$ cat config.mk
export PLATFORM = sky130hd
export DESIGN_NAME = hcbp_fifo
export DESIGN_NICKNAME = d
export VERILOG_FILES = /design/src/rtl/hcbp_pkg.sv /design/src/rtl/hcbp_fifo.sv
export VERILOG_INCLUDE_DIRS = /design/src /design/src/rtl
export SDC_FILE = /design/constraint.sdc
export NUM_CORES = 1
export LEC_CHECK = 0
export ABC_CLOCK_PERIOD_IN_PS = 4400
export BUFFER_PORTS_ARGS = -buffer_cell sky130_fd_sc_hd__clkbuf_2
export CAP_MARGIN = 30
export CORE_ASPECT_RATIO = 0.9
export CORE_MARGIN = 2
export CORE_UTILIZATION = 60
export CTS_BUF_LIST = sky130_fd_sc_hd__clkbuf_8 sky130_fd_sc_hd__clkbuf_16
export DETAILED_ROUTE_END_ITERATION = 7
export PLACE_DENSITY = 0.9
export SLEW_MARGIN = 10
export SYNTH_ARGS = -nofsm -noshare
export SYNTH_HDL_FRONTEND = slang
export SYNTH_SLANG_ARGS = --single-unit
$ cat constraint.sdc
create_clock -name clk -period 4.4 [get_ports clk]
set_clock_uncertainty 0.2 [all_clocks]
set_input_delay 0.44 -clock clk [delete_from_list [all_inputs] [get_ports clk]]
set_output_delay 0.44 -clock clk [all_outputs]
set_load 0.1 [all_outputs]
$ cat src/rtl/assert_macros.svh
// Assertion helpers, clocked on clk and disabled while rst_n is low.
`ifndef ASSERT_MACROS_SVH
`define ASSERT_MACROS_SVH

// Property holds on every clock edge.
`define ASSERT_ALWAYS(label, prop, msg) \
  label: assert property (@(posedge clk) disable iff (!rst_n) (prop)) else $error(msg);

// Consequent holds in the same cycle as the antecedent.
`define ASSERT_IMPLY(label, ante, cons, msg) \
  label: assert property (@(posedge clk) disable iff (!rst_n) (ante) |-> (cons)) else $error(msg);

// Consequent holds in the cycle after the antecedent.
`define ASSERT_NEXT(label, ante, cons, msg) \
  label: assert property (@(posedge clk) disable iff (!rst_n) (ante) |=> (cons)) else $error(msg);

`endif

$ cat src/rtl/hcbp_pkg.sv
package hcbp_pkg;

  localparam int SYMBOLS      = 256;
  localparam int MAX_CODE_LEN = 32;
  localparam int SYM_W        = 8;
  localparam int CODE_W       = 32;
  localparam int LEN_W        = 6;
  localparam int TBL_AW       = (SYMBOLS > 1) ? $clog2(SYMBOLS) : 1;
  localparam int CODE_LIMIT   = (MAX_CODE_LEN < CODE_W) ? MAX_CODE_LEN : CODE_W;
  localparam int ACC_W        = CODE_LIMIT + 7;
  localparam int TOT_W        = $clog2(ACC_W + 1);
  localparam int FIFO_DEPTH   = 4;
  localparam int FIFO_AW      = $clog2(FIFO_DEPTH);
  localparam int FIFO_CW      = $clog2(FIFO_DEPTH + 1);
  localparam int IN_TDATA_W   = ((SYM_W + CODE_W + LEN_W + 7) / 8) * 8;
  localparam int IN_TUSER_W   = 2;
  localparam int OUT_TDATA_W  = 8;
  localparam int OUT_TUSER_W  = 2;

  typedef enum logic [1:0] {
    OP_LOAD   = 2'd0,
    OP_ENCODE = 2'd1,
    OP_FLUSH  = 2'd2
  } op_t;

  typedef logic [LEN_W-1:0]   len_t;
  typedef logic [CODE_W-1:0]  bits_t;
  typedef logic [ACC_W-1:0]   acc_t;
  typedef logic [TOT_W-1:0]   tot_t;
  typedef logic [FIFO_CW-1:0] qcnt_t;

  typedef struct packed {
    logic [IN_TDATA_W-SYM_W-CODE_W-LEN_W-1:0] pad;
    len_t                                      code_len;
    bits_t                                     code_bits;
    logic [SYM_W-1:0]                          symbol;
  } in_data_t;

  typedef struct packed {
    len_t  len;
    bits_t bits;
  } code_t;

  typedef struct packed {
    logic  is_flush;
    code_t code;
  } qentry_t;

  typedef struct packed {
    logic stream_end;
    logic byte_valid;
  } out_user_t;

  typedef struct packed {
    logic full;
    logic empty;
  } qstat_t;

  function automatic bits_t len_mask(input len_t len);
    bits_t m;
    for (int i = 0; i < CODE_W; i++) begin
      m[i] = (LEN_W'(i) < len);
    end
    return m;
  endfunction

endpackage

$ cat src/rtl/hcbp_fifo.sv
`include "assert_macros.svh"

module hcbp_fifo (
  input  logic              clk,
  input  logic              rst_n,
  input  logic              push,
  input  hcbp_pkg::qentry_t push_data,
  input  logic              pop,
  output hcbp_pkg::qentry_t head,
  output hcbp_pkg::qstat_t  stat
);

  hcbp_pkg::qentry_t           q_mem [hcbp_pkg::FIFO_DEPTH];
  logic [hcbp_pkg::FIFO_AW-1:0] wr_ptr_r, wr_ptr_nxt;
  logic [hcbp_pkg::FIFO_AW-1:0] rd_ptr_r, rd_ptr_nxt;
  hcbp_pkg::qcnt_t              cnt_r, cnt_nxt;

  always_comb begin
    stat.full  = (cnt_r == hcbp_pkg::qcnt_t'(hcbp_pkg::FIFO_DEPTH));
    stat.empty = (cnt_r == '0);
    head       = q_mem[rd_ptr_r];

    wr_ptr_nxt = push ? wr_ptr_r + 1'b1 : wr_ptr_r;
    rd_ptr_nxt = pop  ? rd_ptr_r + 1'b1 : rd_ptr_r;
    unique case ({push, pop})
      2'b10:   cnt_nxt = cnt_r + 1'b1;
      2'b01:   cnt_nxt = cnt_r - 1'b1;
      default: cnt_nxt = cnt_r;
    endcase
  end

  always_ff @(posedge clk) begin
    if (!rst_n) begin
      wr_ptr_r <= '0;
      rd_ptr_r <= '0;
      cnt_r    <= '0;
    end else begin
      wr_ptr_r <= wr_ptr_nxt;
      rd_ptr_r <= rd_ptr_nxt;
      cnt_r    <= cnt_nxt;
    end
  end

  always_ff @(posedge clk) begin
    if (push) begin
      q_mem[wr_ptr_r] <= push_data;
    end
  end

  `ASSERT_IMPLY(a_no_overflow, push, !stat.full, "queue push while full")
  `ASSERT_IMPLY(a_no_underflow, pop, !stat.empty, "queue pop while empty")

endmodule

# Yosys cells after proc, flatten, opt, wreduce, memory -nomap -nowiden
# Memories as Yosys holds them, arrays and structs flattened. A register that Yosys moved wholly into a read port is not among the register bits.
# Cells that the tools add are included.
# totals
register_bits	7
mem_bits_rw	156
in_bits	43
out_inout_bits	41
word_cells	18
memories	1
# op_classes
add_sub_neg	4
n_eq_ne	3
n_mux	5
reduce_logical	2
# mem_list
memory	depth	word_bits	rd	rd_ports_with_merged_regs	wr	line	rtl
q_mem	4	39	1	1	1	hcbp_fifo.sv:13	hcbp_pkg::qentry_t q_mem [hcbp_pkg::FIFO_DEPTH];
# ops
op	count
$pmux 3 s2	1
$add 2x1->2 const B	2
$mux 2	2
$add 3x1->3 const B	1
$eq 3x3->1 const B	1
$logic_not 3->1	1
$sub 3x1->3 const B	1
$eq 2x1->1 const B	1
$eq 2x2->1 const B	1
$mux 1	2
$reduce_bool 2->1	1

# Logic depth before layout (Yosys ltp)
# Gate-level depths: netlist of the first run.
# logic_depth
depth_word	3
mapped_depth	7
mapped_depth_nobuf	7

# Worst setup path after synthesis of the first run
# Ideal clock, no wire load.
# synth_timing
path_kind	reg-to-output
startpoint	reg cnt_r[0]
endpoint	out stat[0] (netlist name)
arrival_ns	2.381
t_required_ns	3.760
setup_slack_ns	1.379
path_stages_with_launch	2
cell_sequence	dfxtp_1 nor3_1
# synth_rtl
element	line	rtl
start: declaration	hcbp_fifo.sv:16	hcbp_pkg::qcnt_t cnt_r, cnt_nxt;
start signal: assignment	hcbp_fifo.sv:40	cnt_r <= cnt_nxt;
end: declaration	hcbp_fifo.sv:10	output hcbp_pkg::qstat_t stat

==> flow_summary.toml, run 1 <==
[cells_and_area]
final_util = 0.7845
final_layout_size_suffix_gt1_frac = 0.4090
postLayoutCellArea_um2 = 7642
syn2layout_area_growth_pct = 25.94
multi_input_area_um2 = 1131
final-seq-area_um2 = 4867
fin_cells = 527
diodes = 0
fin_nets = 438
fillCellCount = 503

[setup_path]
crit_family = "buffers and inverters"
cp-end-kind = "output port"
arrival_ns = 2.53
cp_slowest_stage_delay_ns = 0.62
setup.worst_path.class = "reg -> out"
crit_path_start_kind = "flip-flop"
crit_path_max_fanout = 16
cp.required_ns = 3.76
cpMaxStageDelayCell = "dfxtp_2"
regToRegSetupSlack_ns = 2.57
crit_chain = "buf_4 -> mux4_2 -> clkbuf_2"
path_buf_inv = 2

[grt]
antenna_found_initial = 0
grt_usage = 0.2226
grt_max_degree = 30
grt_use_met2 = 0.3667
grt.busiest_layer = "met2"
met3_usage = 0.05963
grt_first_pass_wirelength_mm = 17.11
overflow = 0
first_global_vias = 3191
grt_use_met1 = 0.2958

[pwr]
share_seq_of_total_power = 0.466
power_mw = 3.937
power.share.clock = 0.340
swShare = 0.3058
ir_drop_mv = 0.3447
p_int_mw = 2.733
p_sw_mw = 1.204
powerDensity_nw_per_um2 = 515.2
leakagePower_nw = 2.668
pwr-share-comb = 0.194

[placement]
place_inst = 457
port_buffers = 83
dp_hpwl_mm = 6.748
placed_cell_area_um2 = 6709
place_congestion = 0.6922
pre_cts_ws_ns = 1.729

[yosys]
ys.warnings.count = 0
synth_fp_nets = 298
syn-cell-area_um2 = 6068
synth_area_per_cell_um2 = 24.37
ys_async_sr_fraction = 0
netlist_instances = 249
yosysSeqAreaShare = 0.8016
synthTopCellsByCount = "edfxtp_1 (156), mux4_2 (39), and2_1 (10)"
yosys.area.top_type = "edfxtp_1"
ys_top_cells_by_area = "edfxtp_1 (77%), mux4_2 (14%), dfxtp_1 (3.0%), and2_1 (1.0%), ha_1 (1.0%)"
synth_top_area_frac = 0.7720
synth-edff-count = 156
synth_seq_cells = 165
synthFlopType = "edfxtp_1"
synthMostInstantiatedCell = "edfxtp_1"
synthDistinctLibCells = 21

[outcome]
status = "finished clean"

[detailed_routing]
first_pass_iters = 4
num_vias = 2965
drc_errors = 0
wl_per_cell_um = 21.00
dr.first_iter.drc_count = 166
antenna_left = 0
wl_mm = 11.07
routed_via_density = 5.626

[die]
dieHeight_um = 99.41
num_io_pins = 84
die_x_um = 110.0
dieArea_um2 = 10940
core-area_um2 = 9742
initial_core_util = 0.6229
rows = 34

[clocking]
clock_path_buffers = 2
cts_htree_levels = 4
clk_pin_slew_ns = 0.06
numCtsBuffers = 17
postCtsSetupRepairBufs = 0
cts_resized = 0
cts_tree = "built"
cts.sinks = 165
ctsRootBufferMaster = "clkbuf_8"
insertion_delay_ns = 0.51

[job]
drv_cap = 0

[timing]
max_freq_mhz = 315.4
slew_headroom = 0.6293
fin_ws_ns = 1.229
tightest_slew_ns = 0.5585
final_max_slew_viol_count = 0
setup_viol = 0
fin_crit_sh = 0.7206
hold_slack_ns = 0.05797
rsz0062_at_grt = "no"
hold_viol = 0
fin_setup_tns_ns = 0
fin_crit_ns = 3.171

[worst_hold_path]
hold_class = "in -> reg"
[final cells by class]
| type | instances | share of cell area |
|---|---|---|
| Inverter | 6 | 0.002947 |
| Tap cell | 126 | 0.02063 |
| Timing Repair Buffer | 129 | 0.1205 |
| Multi-Input combinational cell | 70 | 0.1480 |
| Clock inverter | 14 | 0.01686 |
| Sequential cell | 165 | 0.6369 |
| Clock buffer | 17 | 0.05419 |
[routing by layer]
layer | vias to the layer above | part of all wire
li1 | 1323 | -
met1 | 1529 | 0.41
met2 | 102 | 0.53
met3 | 11 | 0.053
met4 | 0 | 0.0088
met5 | - | 0
[cells in the final DEF, fill, tap and decap left out]
master         instances
a21boi_0               1
and2_1                 6
and2_2                 4
and3_1                 1
buf_12                 5
buf_4                  2
bufinv_16              1
clkbuf_16             16
clkbuf_2              83
clkbuf_8               1
clkinv_1               1
clkinv_4               3
clkinvlp_4             4
dfxtp_1                7
dfxtp_2                2
dlygate4sd3_1         39
edfxtp_1             156
fa_1                   1
ha_1                   5
inv_1                  7
inv_6                  4
mux2i_1                1
mux4_2                39
nand2_1                2
nor2b_1                1
nor3_1                 1
o21ai_0                2
or3_1                  1
xnor2_1                2
xor2_1                 3
[power by group through the flow]
| stage | clock network, mW | registers [mW] | logic (mW) |
|---|---|---|---|
| 4_1_cts | 1.36 | 1.84 | 0.769 |
| 6_report | 1.34 | 1.83 | 0.764 |
| 5_1_grt | 1.42 | 1.84 | 0.796 |
| 3_5_place_dp | 0 | 1.87 | 0.740 |
| 2_1_floorplan | 0 | 1.85 | 0.618 |
| 3_3_place_gp | 0 | 1.87 | 0.706 |
[repair_timing]
| action | in CTS | in global routing |
|---|---|---|
| setup endpoints to repair | 0 | 0 |
| endpoints found under the hold margin | 156 | 0 |
| hold buffers | 39 | 0 |
[flip-flops by register name (all words and copies together), names as in the netlist, named ones only]
signal	flops
q_mem	156
cnt_r	3
rd_ptr_r	2
wr_ptr_r	2
[worst register-to-register path, cell delays in order (launching register included)]
cell,delay [ns]
dfxtp_1,0.37
inv_1,0.09
fa_1,0.45
xor2_1,0.17
or3_1,0.32
a21boi_0,0.16
[worst paths after layout]
path | startpoint | end | cells after the start
min | rst_n | cnt_r[0] | 2
min reg2reg | cnt_r[2] | cnt_r[2] | 2
max | flip-flop | head[30] | 3
max reg2reg | cnt_r[0] | cnt_r[2] | 5
[cell families (layout without fill, tap and decap cells)]
family	after synthesis	count (layout)	synth area share
and+or+nand+nor	16	16	0.01547
muxes	40	40	0.1464
AOI/OAI and AO/OA	3	3	0.002887
xor gates and xnor gates	5	5	0.007218
DFF	165	165	0.8016
adders and majority gates	6	6	0.01361
buffers and inverters	14	166	0.01278
(Power assumes the default switching activity.)
==> run 2: changes to the inputs <==
Settings changed: ABC_CLOCK_PERIOD_IN_PS 4400 to 3000, CORE_UTILIZATION 60 to 56, PLACE_DENSITY 0.9 to 0.85.
Clock period 4.4 ns to 3 ns, I/O delays scaled along.
==> flow_summary.toml, run 2 (synthesized netlist as in run 1, its figures left out) <==
[detailed_routing]
num_vias = 2996
first_pass_iters = 4
wl_per_cell_um = 20.33
routed_via_density = 5.579
wl_mm = 10.92
drc_errors = 0
dr.first_iter.drc_count = 213
antenna_left = 0

[cells_and_area]
final_util = 0.7232
largest_reg_flops = 156
final_cell_mix = "edfxtp_1 (156), clkbuf_2 (83), dlygate4sd3_1 (40), mux4_2 (39), clkbuf_16 (17)"
top_regs = "q_mem x156, cnt_r x3"
syn2layout_area_growth_pct = 27.22
fin_cells = 537
top_register = "q_mem"
final_layout_size_suffix_gt1_frac = 0.4158
fin_nets = 440
final_common_cell = "edfxtp_1"
diodes = 0

[pwr]
powerDensity_nw_per_um2 = 771.5
leakagePower_nw = 2.716
ir_drop_mv = 0.5355

[setup_path]
arrival_ns = 2.02
cpMaxStageDelayCell = "dfxtp_2"
cp-end-kind = "output port"
crit_path_max_fanout = 19
crit_chain = "buf_4 -> mux4_2 -> clkbuf_2"
crit_family = "buffers and inverters"
path_buf_inv = 2
crit_path_start_kind = "flip-flop"
cp_slowest_stage_delay_ns = 0.48
cp.required_ns = 2.50
setup.worst_path.class = "reg -> out"

[grt]
grt_usage = 0.2036
first_global_vias = 3186
overflow = 0
grt_first_pass_wirelength_mm = 16.87
grt_max_degree = 27
antenna_found_initial = 0

[timing]
slew_headroom = 0.6218
setup_viol = 0
fin_setup_tns_ns = 0
rsz0062_at_grt = "no"
fin_ws_ns = 0.4810
tightest_slew_ns = 0.5697
fin_crit_ns = 2.519
hold_viol = 0
fin_crit_sh = 0.8397
max_freq_mhz = 397.0
final_max_slew_viol_count = 0

[die]
dieHeight_um = 102.8
core-area_um2 = 10680
dieArea_um2 = 11690
initial_core_util = 0.5684
num_io_pins = 84
die_x_um = 113.7
rows = 36

[clocking]
cts.sinks = 165
insertion_delay_ns = 0.41
clock_path_buffers = 2
cts_htree_levels = 4
cts_resized = 0
cts_hold_buf = 40
clk_pin_slew_ns = 0.06
ctsRootBufferMaster = "clkbuf_16"
cts_tree = "built"
postCtsSetupRepairBufs = 0
numCtsBuffers = 17

[outcome]
status = "finished clean"

[placement]
place_congestion = 0.6737
pre_cts_ws_ns = 0.8947
dp_hpwl_mm = 6.339
port_buffers = 83
place_inst = 465

[job]
drv_cap = 0

[worst_hold_path]
hold_class = "in -> reg"
-- run 2: power by group --
group          total [mW]  switching [mW]  leakage (nW)  internal (mW)
logic                1.13           0.863         0.914          0.269
registers            2.68          0.0382          1.51           2.64
clock network        2.15           0.897         0.294           1.25
-- run 2: area by class of cell --
type / instances / area, µm²
multi-input combinational: 70 / 1131
inverter: 6 / 22.52
clock buffer: 17 / 425.4
clock inverter: 15 / 168.9
sequential: 165 / 4867
fill: 595 / 2955
tap: 133 / 166.4
timing repair buffer: 131 / 938.4
-- run 2: final timing paths --
| path | depth (start not counted) | endpoint | start | slack [ns] |
|---|---|---|---|---|
| hold / removal | 3 | wr_ptr_r[1] | push | 0.07 |
| setup / recovery | 3 | head[11] | flip-flop | 0.48 |
| hold reg to reg | 2 | cnt_r[2] | cnt_r[2] | 0.33 |
| setup reg to reg | 4 | q_mem[0][17] | wr_ptr_r[0] | 1.14 |
-- run 2: worst min-delay path, cell delays in order --
cell,delay [ns]
clkbuf_2,0.15
mux2i_1,0.09
nor2b_1,0.10
-- run 2: through the flow --
step / total power, mW / cell area (µm²) / hold slack, ns
after global routing: 6.150 / 7720 / 0.08628
after global placement: 3.799 / 6725 / 0.2865
after floorplan: 3.618 / 6068 / 0.1989
after detailed placement: 3.823 / 6725 / 0.3053
final: 5.956 / 7720 / 0.07272
after CTS: 5.999 / 7720 / 0.05933
-- run 2: metal layers --
metal / share of wire / wire length, µm / GRT usage / vias to the layer above
li1: - / - / - / 1330
met1: 0.41 / 4496 / 0.2526 / 1537
met2: 0.51 / 5590 / 0.3441 / 113
met3: 0.060 / 657 / 0.05761 / 16
met4: 0.016 / 170 / 0.08724 / 0
met5: 0 / 0 / 0 / -
==> run 3: changes to the inputs <==
Settings changed: ABC_CLOCK_PERIOD_IN_PS 3000 to 2190, CORE_UTILIZATION 56 to 51, PLACE_DENSITY 0.85 to 0.82.
Clock period 3 ns to 2.19 ns, I/O delays scaled along.
==> flow_summary.toml, run 3 (synthesized netlist as in run 1, its figures left out) <==
[outcome]
status = "finished with violations"
violations = "negative setup slack"

[cells_and_area]
fillCellCount = 640
fin_nets = 445
fin_cells = 565
postLayoutCellArea_um2 = 8413
final_cell_mix = "edfxtp_1 (156), clkbuf_2 (44), buf_12 (44), dlygate4sd3_1 (42), mux4_2 (39)"
syn2layout_area_growth_pct = 38.64
diodes = 0
final_layout_size_suffix_gt1_frac = 0.4108
final_util = 0.7298
top_regs = "q_mem x156, cnt_r x3"
largest_reg_flops = 156
final_common_cell = "edfxtp_1"
top_register = "q_mem"

[setup_path]
setup.worst_path.class = "reg -> out"
crit_top_cell = "buf_12"
cpMaxStageDelayCell = "mux4_2"
crit_path_max_fanout = 10
crit_path_start_kind = "flip-flop"
cp_slowest_stage_delay_ns = 0.58
cp-end-kind = "output port"
cp.required_ns = 1.77
crit_chain = "buf_12 -> mux4_2 -> buf_12"
arrival_ns = 1.79

[die]
dieArea_um2 = 12790
rows = 37
core-area_um2 = 11530
initial_core_util = 0.5264
die_x_um = 119.0
dieHeight_um = 107.5
num_io_pins = 84

[grt]
grt_use_met2 = 0.3079
grt_first_pass_wirelength_mm = 17.13
met3_usage = 0.05561
grt_max_degree = 40
first_global_vias = 3151
grt.busiest_layer = "met2"
overflow = 0
grt_use_met1 = 0.2376
antenna_found_initial = 0
grt_usage = 0.1872

[placement]
place_inst = 489
port_buffers = 83
dp_hpwl_mm = 6.547
placed_cell_area_um2 = 7352
place_congestion = 0.6609
pre_cts_ws_ns = 0.2005

[timing]
tightest_slew_ns = 0.5557
hold_slack_ns = 0.02294
fin_setup_tns_ns = -0.04369
fin_crit_sh = 1.009
hold_viol = 0
fin_crit_ns = 2.210
max_freq_mhz = 452.5
fin_ws_ns = -0.01988
slew_headroom = 0.6311
rsz0062_at_grt = "yes"
final_max_slew_viol_count = 0
setup_viol = 9

[job]
drv_cap = 0

[clocking]
numCtsBuffers = 17
cts_tree = "built"
postCtsSetupRepairBufs = 0
cts.sinks = 165
cts_htree_levels = 4
clk_pin_slew_ns = 0.06
ctsRootBufferMaster = "clkbuf_16"
clock_path_buffers = 2
insertion_delay_ns = 0.42

[pwr]
leakagePower_nw = 2.941
power_mw = 8.565
ir_drop_mv = 0.6895
powerDensity_nw_per_um2 = 1018

[detailed_routing]
num_vias = 2989
antenna_left = 0
routed_via_density = 5.290
dr.first_iter.drc_count = 251
wl_mm = 11.19
first_pass_iters = 4
wl_per_cell_um = 19.81
drc_errors = 0

[worst_hold_path]
hold_class = "in -> reg"
run 3: where the power goes:
group          switching, mW  leakage, nW  total [mW]  internal (mW)
clock                   1.12        0.275        2.90           1.77
sequential            0.0508         1.51        3.67           3.62
combinational           1.26         1.16        2.00          0.743
total                   2.43         2.94        8.57           6.13
run 3: per-layer routing:
metal,vias up,wire length (µm)
met1,1548,4632
met4,0,142
met2,90,5886
met5,-,0
met3,13,529
li1,1338,-
run 3: cell type report:
cell class,instances,area [µm²],share of cell area
inverters,6,22.52,0.002677
well taps,156,195.2,0.02320
clock inverters,15,162.7,0.01933
clock buffers,17,425.4,0.05057
repair buffers,136,1602,0.1904
multi-input cells,70,1136,0.1350
flip-flops and latches,165,4870,0.5788
run 3: path summary, 6_finish.rpt:
check,start,end,slack [ns],depth (start not counted)
setup / recovery,flip-flop,head[7],-0.02,3
hold / removal,pop,flip-flop,0.02,3
setup reg to reg,cnt_r[1],cnt_r[2],0.40,5
hold reg to reg,cnt_r[2],cnt_r[2],0.34,2
run 3: worst max-delay path: cells and delay by family (launching register included):
| family | cells | cell delay, ns |
|---|---|---|
| buf+inv | 2 | 0.37 |
| flops | 1 | 0.42 |
| mux | 1 | 0.58 |
run 3: what timing repair did:
| item | 4_1_cts | 5_1_grt |
|---|---|---|
| endpoints found under the setup margin | 36 | 40 |
| gates resized for setup | 1 | 1 |
| endpoints found under the hold margin | 165 | 0 |
| hold buffers | 42 | 0 |
| cloned | 0 | 2 |
