--- config.mk ---
export PLATFORM = sky130hd
export DESIGN_NAME = hcbp_back
export DESIGN_NICKNAME = d
export VERILOG_FILES = /design/src/rtl/hcbp_pkg.sv /design/src/rtl/hcbp_back.sv
export VERILOG_INCLUDE_DIRS = /design/src /design/src/rtl
export SDC_FILE = /design/constraint.sdc
export NUM_CORES = 1
export LEC_CHECK = 0
export BUFFER_PORTS_ARGS = -buffer_cell sky130_fd_sc_hd__buf_2
export CORE_MARGIN = 3
export CORE_UTILIZATION = 35
export CTS_CLUSTER_SIZE = 8
export DETAILED_ROUTE_END_ITERATION = 16
export HOLD_SLACK_MARGIN = 0.06
export SLEW_MARGIN = 20
export SYNTH_ARGS = -nofsm -noshare
export SYNTH_HDL_FRONTEND = slang
export SYNTH_SLANG_ARGS = --single-unit
--- constraint.sdc ---
create_clock -name clk -period 4.6 [get_ports clk]
set_input_delay 0.46 -clock clk [delete_from_list [all_inputs] [get_ports clk]]
set_output_delay 0.46 -clock clk [all_outputs]
set_load 0.02 [all_outputs]
--- src/rtl/assert_macros.svh ---
// Assertion helpers, clocked on clk and disabled while rst_n is low.
`ifndef ASSERT_MACROS_SVH
`define ASSERT_MACROS_SVH

// Property holds on every clock edge.
`define ASSERT_ALWAYS(label, prop, msg) \
  label: assert property (@(posedge clk) disable iff (!rst_n) (prop)) else $error(msg);

// Consequent holds in the same cycle as the antecedent.
`define ASSERT_IMPLY(label, ante, cons, msg) \
  label: assert property (@(posedge clk) disable iff (!rst_n) (ante) |-> (cons)) else $error(msg);

// Consequent holds in the cycle after the antecedent.
`define ASSERT_NEXT(label, ante, cons, msg) \
  label: assert property (@(posedge clk) disable iff (!rst_n) (ante) |=> (cons)) else $error(msg);

`endif

--- src/rtl/hcbp_pkg.sv ---
package hcbp_pkg;

  localparam int SYMBOLS      = 256;
  localparam int MAX_CODE_LEN = 32;
  localparam int SYM_W        = 8;
  localparam int CODE_W       = 32;
  localparam int LEN_W        = 6;
  localparam int TBL_AW       = (SYMBOLS > 1) ? $clog2(SYMBOLS) : 1;
  localparam int CODE_LIMIT   = (MAX_CODE_LEN < CODE_W) ? MAX_CODE_LEN : CODE_W;
  localparam int ACC_W        = CODE_LIMIT + 7;
  localparam int TOT_W        = $clog2(ACC_W + 1);
  localparam int FIFO_DEPTH   = 4;
  localparam int FIFO_AW      = $clog2(FIFO_DEPTH);
  localparam int FIFO_CW      = $clog2(FIFO_DEPTH + 1);
  localparam int IN_TDATA_W   = ((SYM_W + CODE_W + LEN_W + 7) / 8) * 8;
  localparam int IN_TUSER_W   = 2;
  localparam int OUT_TDATA_W  = 8;
  localparam int OUT_TUSER_W  = 2;

  typedef enum logic [1:0] {
    OP_LOAD   = 2'd0,
    OP_ENCODE = 2'd1,
    OP_FLUSH  = 2'd2
  } op_t;

  typedef logic [LEN_W-1:0]   len_t;
  typedef logic [CODE_W-1:0]  bits_t;
  typedef logic [ACC_W-1:0]   acc_t;
  typedef logic [TOT_W-1:0]   tot_t;
  typedef logic [FIFO_CW-1:0] qcnt_t;

  typedef struct packed {
    logic [IN_TDATA_W-SYM_W-CODE_W-LEN_W-1:0] pad;
    len_t                                      code_len;
    bits_t                                     code_bits;
    logic [SYM_W-1:0]                          symbol;
  } in_data_t;

  typedef struct packed {
    len_t  len;
    bits_t bits;
  } code_t;

  typedef struct packed {
    logic  is_flush;
    code_t code;
  } qentry_t;

  typedef struct packed {
    logic stream_end;
    logic byte_valid;
  } out_user_t;

  typedef struct packed {
    logic full;
    logic empty;
  } qstat_t;

  function automatic bits_t len_mask(input len_t len);
    bits_t m;
    for (int i = 0; i < CODE_W; i++) begin
      m[i] = (LEN_W'(i) < len);
    end
    return m;
  endfunction

endpackage

--- src/rtl/hcbp_back.sv ---
`include "assert_macros.svh"

module hcbp_back (
  input  logic                               clk,
  input  logic                               rst_n,
  input  hcbp_pkg::qentry_t                  head,
  input  hcbp_pkg::qstat_t                   q_stat,
  output logic                               pop,
  output logic                               out_tvalid,
  input  logic                               out_tready,
  output logic [hcbp_pkg::OUT_TDATA_W-1:0]   out_tdata,
  output logic                               out_tlast,
  output logic [hcbp_pkg::OUT_TUSER_W-1:0]   out_tuser
);

  hcbp_pkg::acc_t      acc_r, acc_nxt, m_acc;
  hcbp_pkg::tot_t      tot_r, tot_nxt, m_tot;
  logic                out_valid_r;
  logic [7:0]          out_byte_r;
  logic                out_last_r;
  hcbp_pkg::out_user_t out_user_r;

  logic slot_free, idle, merge, emit_byte, flush_go;

  always_comb begin
    slot_free = !out_valid_r || out_tready;
    idle      = (tot_r < hcbp_pkg::tot_t'(8));
    merge     = idle && !q_stat.empty && !head.is_flush;
    flush_go  = idle && !q_stat.empty && head.is_flush && slot_free;
    pop       = merge || flush_go;

    if (merge) begin
      m_acc = acc_r | (hcbp_pkg::acc_t'(head.code.bits) << tot_r[2:0]);
      m_tot = tot_r + hcbp_pkg::tot_t'(head.code.len);
    end else begin
      m_acc = acc_r;
      m_tot = tot_r;
    end
    emit_byte = (m_tot >= hcbp_pkg::tot_t'(8)) && slot_free;

    if (flush_go) begin
      acc_nxt = '0;
      tot_nxt = '0;
    end else if (emit_byte) begin
      acc_nxt = m_acc >> 8;
      tot_nxt = m_tot - hcbp_pkg::tot_t'(8);
    end else begin
      acc_nxt = m_acc;
      tot_nxt = m_tot;
    end
  end

  always_ff @(posedge clk) begin
    if (!rst_n) begin
      acc_r       <= '0;
      tot_r       <= '0;
      out_valid_r <= 1'b0;
    end else begin
      acc_r <= acc_nxt;
      tot_r <= tot_nxt;
      if (emit_byte || flush_go) begin
        out_valid_r <= 1'b1;
      end else if (out_tready) begin
        out_valid_r <= 1'b0;
      end
    end
  end

  always_ff @(posedge clk) begin
    if (emit_byte) begin
      out_byte_r <= m_acc[7:0];
      out_last_r <= ((m_tot - hcbp_pkg::tot_t'(8)) < hcbp_pkg::tot_t'(8));
      out_user_r <= '{stream_end: 1'b0, byte_valid: 1'b1};
    end else if (flush_go) begin
      out_byte_r <= acc_r[7:0];
      out_last_r <= 1'b1;
      out_user_r <= '{stream_end: 1'b1, byte_valid: (tot_r != '0)};
    end
  end

  assign out_tvalid = out_valid_r;
  assign out_tdata  = out_byte_r;
  assign out_tlast  = out_last_r;
  assign out_tuser  = out_user_r;

  `ASSERT_ALWAYS(a_tot_range, tot_r <= hcbp_pkg::tot_t'(hcbp_pkg::ACC_W), "bit count out of range")
  `ASSERT_IMPLY(a_pad_zero, idle, (acc_r >> tot_r) == '0, "stray bits above pending count")
  `ASSERT_NEXT(a_flush_clear, flush_go, tot_r == '0 && acc_r == '0, "flush left bits pending")

endmodule

**After elaboration in Yosys (flattened, before gate mapping)**

Cells that the tools add are included.

- Input port bits: 44
- Output and inout port bits: 13
- Logic and storage cells: 42
- Bits in registers: 57

- Add/sub/neg operators: 2
- Reduce and logical (&&, ||, !) cells: 16
- Shifts and indexed selects: 1
- Bitwise gates (word level): 2
- Order comparisons: 3
- Mux-type cells: 10

Operators by type and width:

| kind | number |
|---|---|
| 39-bit 2-to-1 mux | 1 |
| 39-bit OR | 1 |
| 32-bit by 3-bit << shifter with 39-bit output | 1 |
| 31-bit 2-to-1 mux | 1 |
| 8-bit 2-to-1 mux | 2 |
| 6-bit by 4-bit < comparator with 1-bit output (second input constant) | 2 |
| 6-bit 2-to-1 mux | 2 |
| 6-bit adder | 1 |
| 6-bit by 4-bit greater-or-equal comparator with 1-bit output (second input constant) | 1 |
| 6-bit nonzero test | 1 |
| 6-bit by 4-bit subtractor with 6-bit output (second input constant) | 1 |
| 1-bit logical AND | 5 |
| 1-bit 2-to-1 mux | 4 |
| 2-bit nonzero test | 2 |
| 1-bit zero test | 3 |
| 1-bit logical OR | 3 |
| 3-bit OR reduction | 1 |
| 2-bit OR reduction | 1 |
| 1-bit inverter | 1 |

**Longest topological paths before layout**

Gate-level depths: netlist of the first run.

- Word-level depth: 8
- Depth in mapped cells: 11
- Depth with buffers taken out: 9

**Worst setup path before layout of the first run**

OpenSTA, ideal clock, no wires.

- Path type: in2reg
- Start point: input port head[32] (netlist bit)
- End point: register out_byte_r[0] (netlist: out_tdata[0]), enable pin
- Setup slack: 1915 ps
- Data required time: 4293 ps
- Library setup time: 307 ps
- Buffers on the path: 1
- Data arrival time: 2377 ps
- Stages on the path: 10
- Cell sequence: ha_1 -> inv_1 -> fa_1 -> nand2b_1 -> a21oi_1 -> xor2_1 -> o21a_4 -> o21ai_4 -> buf_2 -> nand2_1

- Word-level cells in the longest chain between the ends: 5

Ends and longest elaborated chain:

| element | line | text |
|---|---|---|
| from (decl) | hcbp_back.sv:6 | `input hcbp_pkg::qentry_t head,` |
| 6-bit adder | hcbp_back.sv:34 | `m_tot = tot_r + hcbp_pkg::tot_t'(head.code.len);` |
| 6-bit 2-to-1 mux | hcbp_back.sv:32 | `if (merge) begin` |
| 6-bit by 4-bit greater-or-equal comparator with 1-bit output | hcbp_back.sv:39 | `emit_byte = (m_tot >= hcbp_pkg::tot_t'(8)) && slot_free;` |
| 1-bit logical AND | hcbp_back.sv:39 |  |
| 2-bit nonzero test (no line) | - |  |
| to (signal assigned) | hcbp_back.sv:71 | `out_byte_r <= m_acc[7:0];` |
| to (signal assigned) | hcbp_back.sv:75 | `out_byte_r <= acc_r[7:0];` |
| to (decl) | hcbp_back.sv:19 | `logic [7:0] out_byte_r;` |

No other way between the ends.
A chain may end at the register's enable or synchronous reset.

**Worst setup path in the final report of the first run**

- Start point: register tot_r[1]
- End point: register out_byte_r[7] (netlist: out_tdata[7]), enable pin

- Word-level cells in the longest chain between the ends: 7

Ends and longest elaborated chain:

| element | line | text |
|---|---|---|
| from (decl) | hcbp_back.sv:17 | `hcbp_pkg::tot_t tot_r, tot_nxt, m_tot;` |
| from (signal assigned) | hcbp_back.sv:60 | `tot_r <= tot_nxt;` |
| 6-bit by 4-bit < comparator with 1-bit output | hcbp_back.sv:27 | `idle = (tot_r < hcbp_pkg::tot_t'(8));` |
| 1-bit logical AND | hcbp_back.sv:28, hcbp_back.sv:29 |  |
| 1-bit logical AND | hcbp_back.sv:28 | `merge = idle && !q_stat.empty && !head.is_flush;` |
| 6-bit 2-to-1 mux | hcbp_back.sv:32 |  |
| 6-bit by 4-bit greater-or-equal comparator with 1-bit output | hcbp_back.sv:39 |  |
| 1-bit logical AND | hcbp_back.sv:39 |  |
| 2-bit nonzero test (no line) * | - |  |

Mark *: on every way between the ends. The rest lies on a longest branch, timed or not.

==> impl_metrics.json, run 1 <==
{
  "postSynthRegisterBits": 57,
  "mostFrequentLayoutCell": "buf_2",
  "tritoncts_clock_tree": "yes",
  "fp-row-count": 36,
  "synth_edf_count": 9,
  "outcome": "complete, no violations",
  "routed_wirelength_um": 9480,
  "irDropWorstVdd_v": 0.000179,
  "floorplan.io_pins": 57,
  "detailed_place.area_mm2": 0.00401,
  "critPathMaxFanout": 35,
  "leading_cell_types_in_the_layout_fill_and_taps_excluded": "55 x buf_2, 47 x dfxtp_1, 34 x a21oi_1, 24 x a221oi_1, 21 x mux2i_1",
  "drt_pass1_iterations": 5,
  "slew_headroom_pct": 48.1,
  "initial_drc_count": 202,
  "globalRouteOverflowTotal": 0,
  "ctsHtreeMaxLevel": 3,
  "ant_nets": 0,
  "hold_violations": 0,
  "drv_slew": 0,
  "routabilityCongestion": 0.801,
  "max_cap_viol_count": 0,
  "critPathArrivalTime_ns": 3.30,
  "layout.nets": 449,
  "post_synth_instance_area_mm2": 0.00370,
  "kind_of_critical_path": "register to register",
  "antenna_found_initial": 0,
  "fin_worst_skew_ns": 0.0103,
  "syn_nets": 406,
  "fmaxAchievable_ghz": 0.303,
  "cts_buffers": 9,
  "grt_pass1_wl_um": 15600,
  "chipWidth_um": 109,
  "die_height_um": 109,
  "detail_route.drc_violations": 0,
  "grt.busiest_layer": "met2",
  "fillers": 1026,
  "worst_setup_path_start_kind": "register",
  "met3_usage_pct": 4.20,
  "path_clk_slew_ns": 0.07,
  "first_global_vias": 3081,
  "antennaDiodeCount": 0,
  "critPathRequiredTime_ns": 4.59,
  "yosys_warnings": 0,
  "worst_slew_pin_slew_ns": 0.777,
  "track_usage_pct": 17.0,
  "setup_tns_ns": 0,
  "clk-insertion-delay-late_ns": 0.34,
  "numPortBuffers": 55,
  "globalRouteMet1Util_pct": 22.0,
  "post_cts_sizing_count": 0,
  "synthDistinctLibCells": 51,
  "final_core_utilization_pct": 41.9,
  "synth-seq-area-share_pct": 33.3,
  "grt.met2_usage_pct": 28.0,
  "dp.final_hpwl_um": 6670,
  "synth.avg_cell_area_um2": 10.4,
  "synth_ff_type": "dfxtp_1",
  "end_kind": "register",
  "core-area_mm2": 0.0100,
  "final_layout_size_suffix_gt1_share_pct": 30.9,
  "initial_core_utilization_pct": 37.0,
  "synthArstFlopShare_pct": 0,
  "design_area_mm2": 0.00419,
  "post_route_minimum_period_ns": 3.30,
  "grt_start_max_net_pins": 43,
  "clkSinkCount": 57,
  "clock_tree.root_cell": "clkbuf_8",
  "total_leakage_power_nw": 1.57,
  "avgRoutedWirePerCell_um": 17.6,
  "min-delay-path-class": "input pin to register",
  "setup_violations": 0,
  "maximum_number_of_buffers_from_clock_root_to_sink": 2,
  "synthesis_to_layout_area_growth_pct": 13.3,
  "hold_ws_ns": 0.356,
  "dieArea_mm2": 0.0118,
  "synthCells": 356,
  "pwr_density_mw_per_mm2": 444,
  "final.period_utilization_pct": 71.8,
  "cts.hold.buffers_added": 0,
  "grt_setup_unrepaired": "false",
  "post-cts-setup-buffers": 0,
  "via_count": 3124,
  "detailed_route_vias_per_instance": 5.82
}
==> cells by family (layout without fill, tap and decap cells) <==
group	count (synthesis)	in the layout	share of synthesized area (%)
compound gates	123	123	27.6
simple gates	85	85	13.2
flops	57	57	33.3
buf+inv	43	91	6.23
mux	40	40	17.0
fa+ha+maj	6	6	2.23
xor+xnor	2	2	0.474
==> registers in the layout (all words and copies together) (netlist names) <==
signal / flops
out_tdata: 8
out_tuser: 2
acc_r: 39
out_tvalid: 1
out_tlast: 1
tot_r: 6
==> critical path, stage by stage, from the launching register on <==
cell and delay, ns:
dfxtp_1 0.34, buf_4 0.41, ha_1 0.33, a21o_1 0.20, a21oi_1 0.19, xnor2_1 0.20
o21a_4 0.29, o21ai_4 0.55, nand2_1 0.43
==> final timing paths <==
path / start / to / slack (ns) / cells after the start
setup / recovery: tot_r[1]$_SDFF_PP0_ / out_tdata[7]$_DFFE_PP_ / 1.30 / 8
hold / removal: rst_n / out_tvalid$_SDFFE_PN0P_ / 0.36 / 2
setup reg to reg: tot_r[1]$_SDFF_PP0_ / out_tdata[7]$_DFFE_PP_ / 1.30 / 8
hold reg to reg: out_tuser[1]$_SDFFE_PP0P_ / out_tuser[1]$_SDFFE_PP0P_ / 0.45 / 2
==> power by group <==
part	leakage [nW]	total [mW]	switching (mW)	internal [mW]
Clock	0.0847	0.410	0.199	0.211
Sequential	0.483	0.671	0.0405	0.631
Combinational	0.997	0.780	0.479	0.301
==> per-layer routing <==
metal	wire length [um]	share of wire [%]
met5	0	0
met4	144	1.5
met3	461	4.9
met2	4580	48
met1	4290	45
==> final cells by class <==
cell class	instances	area, um^2	share of cell area, %
multi-input combinational	256	2240	53.4
sequential	57	1230	29.4
clock buffer	14	153	3.64
timing repair buffer	64	347	8.27
inverter	11	41.3	0.986
clock inverter	2	13.8	0.329
tap	133	166	3.97
==> Yosys cell counts, types with 7 or more instances <==
cell type   n  area (um^2)
a21oi_1    34          170
mux2i_1    21          210
nand2_1    18         67.6
nor2_1     13         48.8
a221oi_1   24          210
and2_1     15         93.8
a211oi_1   17          128
dfxtp_1    48          961
edfxtp_1    9          270
inv_1      10         37.5
clkbuf_1    7         26.3
o21ai_0     7         35.0
a221oi_2   17          255
buf_2      13         65.1
mux4_2     18          405
nor3_1      9         45.0
==> through the flow <==
stage	std cells	total power [mW]	worst slack, ns
after CTS	536	1.87	1.27
after global routing	537	1.98	1.02
after detailed placement	520	1.46	1.29
final	537	1.86	1.30
after floorplan	356	1.30	1.92
after global placement	520	1.45	1.38
(Power assumes the default switching activity.)
==> run 2: changes to the inputs <==
- ABC_AREA: default -> 1
- clock period: 4.6 -> 2.85 ns (I/O delays scaled with it)
==> impl_metrics.json, run 2 <==
{
  "synth-seq-area-share_pct": 33.0,
  "synthDistinctLibCells": 34,
  "layout.nets": 693,
  "final.period_utilization_pct": 85.8,
  "grt_pass1_wl_um": 17000,
  "post_cts_sizing_count": 0,
  "post_route_minimum_period_ns": 2.44,
  "first_global_vias": 3655,
  "power_mw": 3.52,
  "fin_worst_skew_ns": 0.00545,
  "chipWidth_um": 109,
  "max_cap_viol_count": 0,
  "outcome": "complete, no violations",
  "syn_nets": 650,
  "cell_at_the_slowest_stage_of_the_critical_path": "inv_1",
  "yosysTopAreaCell": "dfxtp_1",
  "floorplan.io_pins": 57,
  "min-delay-path-class": "input pin to register",
  "synthArstFlopShare_pct": 0,
  "irDropWorstVdd_v": 0.000293,
  "clk-insertion-delay-late_ns": 0.34,
  "clock_tree.root_cell": "clkbuf_8",
  "slew_headroom_pct": 54.1,
  "setup_violations": 0,
  "timing.reg2reg.worst_path_depth": 10,
  "min_to": "out_tvalid$_SDFFE_PN0P_",
  "postSynthRegisterBits": 57,
  "routabilityCongestion": 0.879,
  "synth_ff_type": "dfxtp_1",
  "yosys_warnings": 0,
  "detail_route.drc_violations": 0,
  "fp-row-count": 37,
  "pwr_density_mw_per_mm2": 825,
  "synthMostInstantiatedCell": "nand2_1",
  "detailed_route_vias_per_instance": 4.99,
  "fmaxAchievable_ghz": 0.409,
  "reg2reg_setup_slack_ns": 0.41,
  "holdPathStages": 3,
  "dp.final_hpwl_um": 7520,
  "mostFrequentLayoutCell": "nand2_1",
  "regMostFlops": "acc_r",
  "path_clk_slew_ns": 0.07,
  "post_synth_instance_area_mm2": 0.00373,
  "globalRouteOverflowTotal": 0,
  "synth.top_cells.by_area": "dfxtp_1 26%, nand2_1 14%, nor2_1 12%",
  "grt_start_max_net_pins": 52,
  "critical_path.max_stage_delay_ns": 0.40,
  "synthCells": 600,
  "critPathArrivalTime_ns": 2.67,
  "ant_nets": 0,
  "via_count": 3915,
  "post-cts-setup-buffers": 0,
  "hold_violations": 0,
  "antennaDiodeCount": 0,
  "avgRoutedWirePerCell_um": 13.2,
  "cts.hold.buffers_added": 0,
  "track_usage_pct": 18.1,
  "worstPathCellList": "buf_4, inv_1, nand2_1, o21ai_0, o21ai_0, nor2_1, nor3_1, nand3_1, nand2_1, nor2_1",
  "clkSinkCount": 57,
  "synth_common_cells": "140 x nand2_1, 120 x nor2_1, 56 x o21ai_0, 51 x nand3_1, 48 x dfxtp_1",
  "ctsHtreeMaxLevel": 3,
  "worst_slack_ns": 0.406,
  "tritoncts_clock_tree": "yes",
  "initial_drc_count": 277,
  "maximum_number_of_buffers_from_clock_root_to_sink": 2,
  "synth.avg_cell_area_um2": 6.21,
  "setup_tns_ns": 0,
  "end_kind": "register",
  "worst_slew_pin_slew_ns": 0.687,
  "worst_r2r_startpoint": "tot_r[0]$_SDFF_PP0_",
  "largest_register_ffs": 39,
  "leading_cell_types_in_the_layout_fill_and_taps_excluded": "140 x nand2_1, 120 x nor2_1, 56 x o21ai_0, 55 x buf_2, 51 x nand3_1",
  "numPlacedInstances": 768,
  "critPathRequiredTime_ns": 3.07,
  "antenna_found_initial": 0,
  "cts_buffers": 9,
  "total_leakage_power_nw": 2.04,
  "numPortBuffers": 55,
  "kind_of_critical_path": "register to register",
  "dieArea_mm2": 0.0119,
  "drv_slew": 0,
  "pre_cts_ws_ns": 0.426,
  "core-area_mm2": 0.0103,
  "synthesis_to_layout_area_growth_pct": 14.4,
  "synth_edf_count": 9,
  "routed_wirelength_um": 10300,
  "synth_top_area_share_pct": 25.8,
  "regToRegEndpoint": "acc_r[12]$_SDFF_PP0_",
  "worst_setup_path_start_kind": "register",
  "fillers": 1120,
  "die_height_um": 109,
  "critPathMaxFanout": 51,
  "hold_path.startpoint": "rst_n",
  "finish.cell_count_without_fillers": 784,
  "drt_pass1_iterations": 5,
  "final_layout_size_suffix_gt1_share_pct": 15.0,
  "grt_setup_unrepaired": "false",
  "initial_core_utilization_pct": 36.1
}
run 2: cell type report:
type                            count  area [um^2]  area share (%)
Clock buffer                        9          124            2.90
Clock inverter                      7         46.3            1.09
Inverter                           51          191            4.49
Multi-Input combinational cell    459         2150            50.5
Sequential cell                    57         1230            28.9
Tap cell                          136          170            3.99
Timing Repair Buffer               65          350            8.21
run 2: worst max path at each step:
| stage | endpoint | cells after the start | slack (ns) | from |
|---|---|---|---|---|
| floorplan | out_tdata[0]$_DFFE_PP_ | 12 | 0.49 | tot_r[1]$_SDFF_PP0_ |
| global placement | acc_r[16]$_SDFF_PP0_ | 10 | 0.45 | tot_r[0]$_SDFF_PP0_ |
| detailed placement | acc_r[31]$_SDFF_PP0_ | 14 | 0.43 | head[32] |
| CTS | acc_r[16]$_SDFF_PP0_ | 10 | 0.42 | tot_r[0]$_SDFF_PP0_ |
| global route | acc_r[16]$_SDFF_PP0_ | 10 | 0.09 | tot_r[0]$_SDFF_PP0_ |
| finish | acc_r[12]$_SDFF_PP0_ | 10 | 0.41 | tot_r[0]$_SDFF_PP0_ |
run 2: per-stage QoR:
step	utilization [%]	instance area [um^2]	hold WS, ns
after global placement	39.7	4100	0.453
after global routing	41.3	4270	0.195
after detailed placement	39.7	4100	0.460
after CTS	41.3	4270	0.186
final	41.3	4270	0.192
after floorplan	-	3730	0.383
run 2: worst max-delay path: cells and delay by family, from the launching register on:
family / cells / cell delay (ns)
flip-flops: 1 / 0.34
AND/OR/NAND/NOR: 6 / 0.69
AO/OA/AOI/OAI: 2 / 0.48
buffers and inverters: 2 / 0.79
run 2: per-layer routing:
layer	vias to the layer above	part of all wire [%]	GRT usage [%]
li1	2021	-	-
met1	1754	48	24.6
met2	123	44	28.2
met3	17	6.7	4.14
met4	0	2.1	6.32
met5	-	0	0
run 2: where the power goes:
| group | switching (mW) | leakage [nW] | total [mW] | internal (mW) |
|---|---|---|---|---|
| clock | 0.345 | 0.0814 | 0.657 | 0.312 |
| sequential | 0.0784 | 0.486 | 1.17 | 1.09 |
| combinational | 1.10 | 1.47 | 1.69 | 0.590 |
| total | 1.52 | 2.04 | 3.52 | 2.00 |
run 2: cell families after synthesis:
kind of cell | share of synthesized area [%]
fa+ha+maj | 2.22
xor+xnor | 0.235
buf+inv | 9.23
compound gates | 13.7
simple gates | 41.6
flops | 33.0
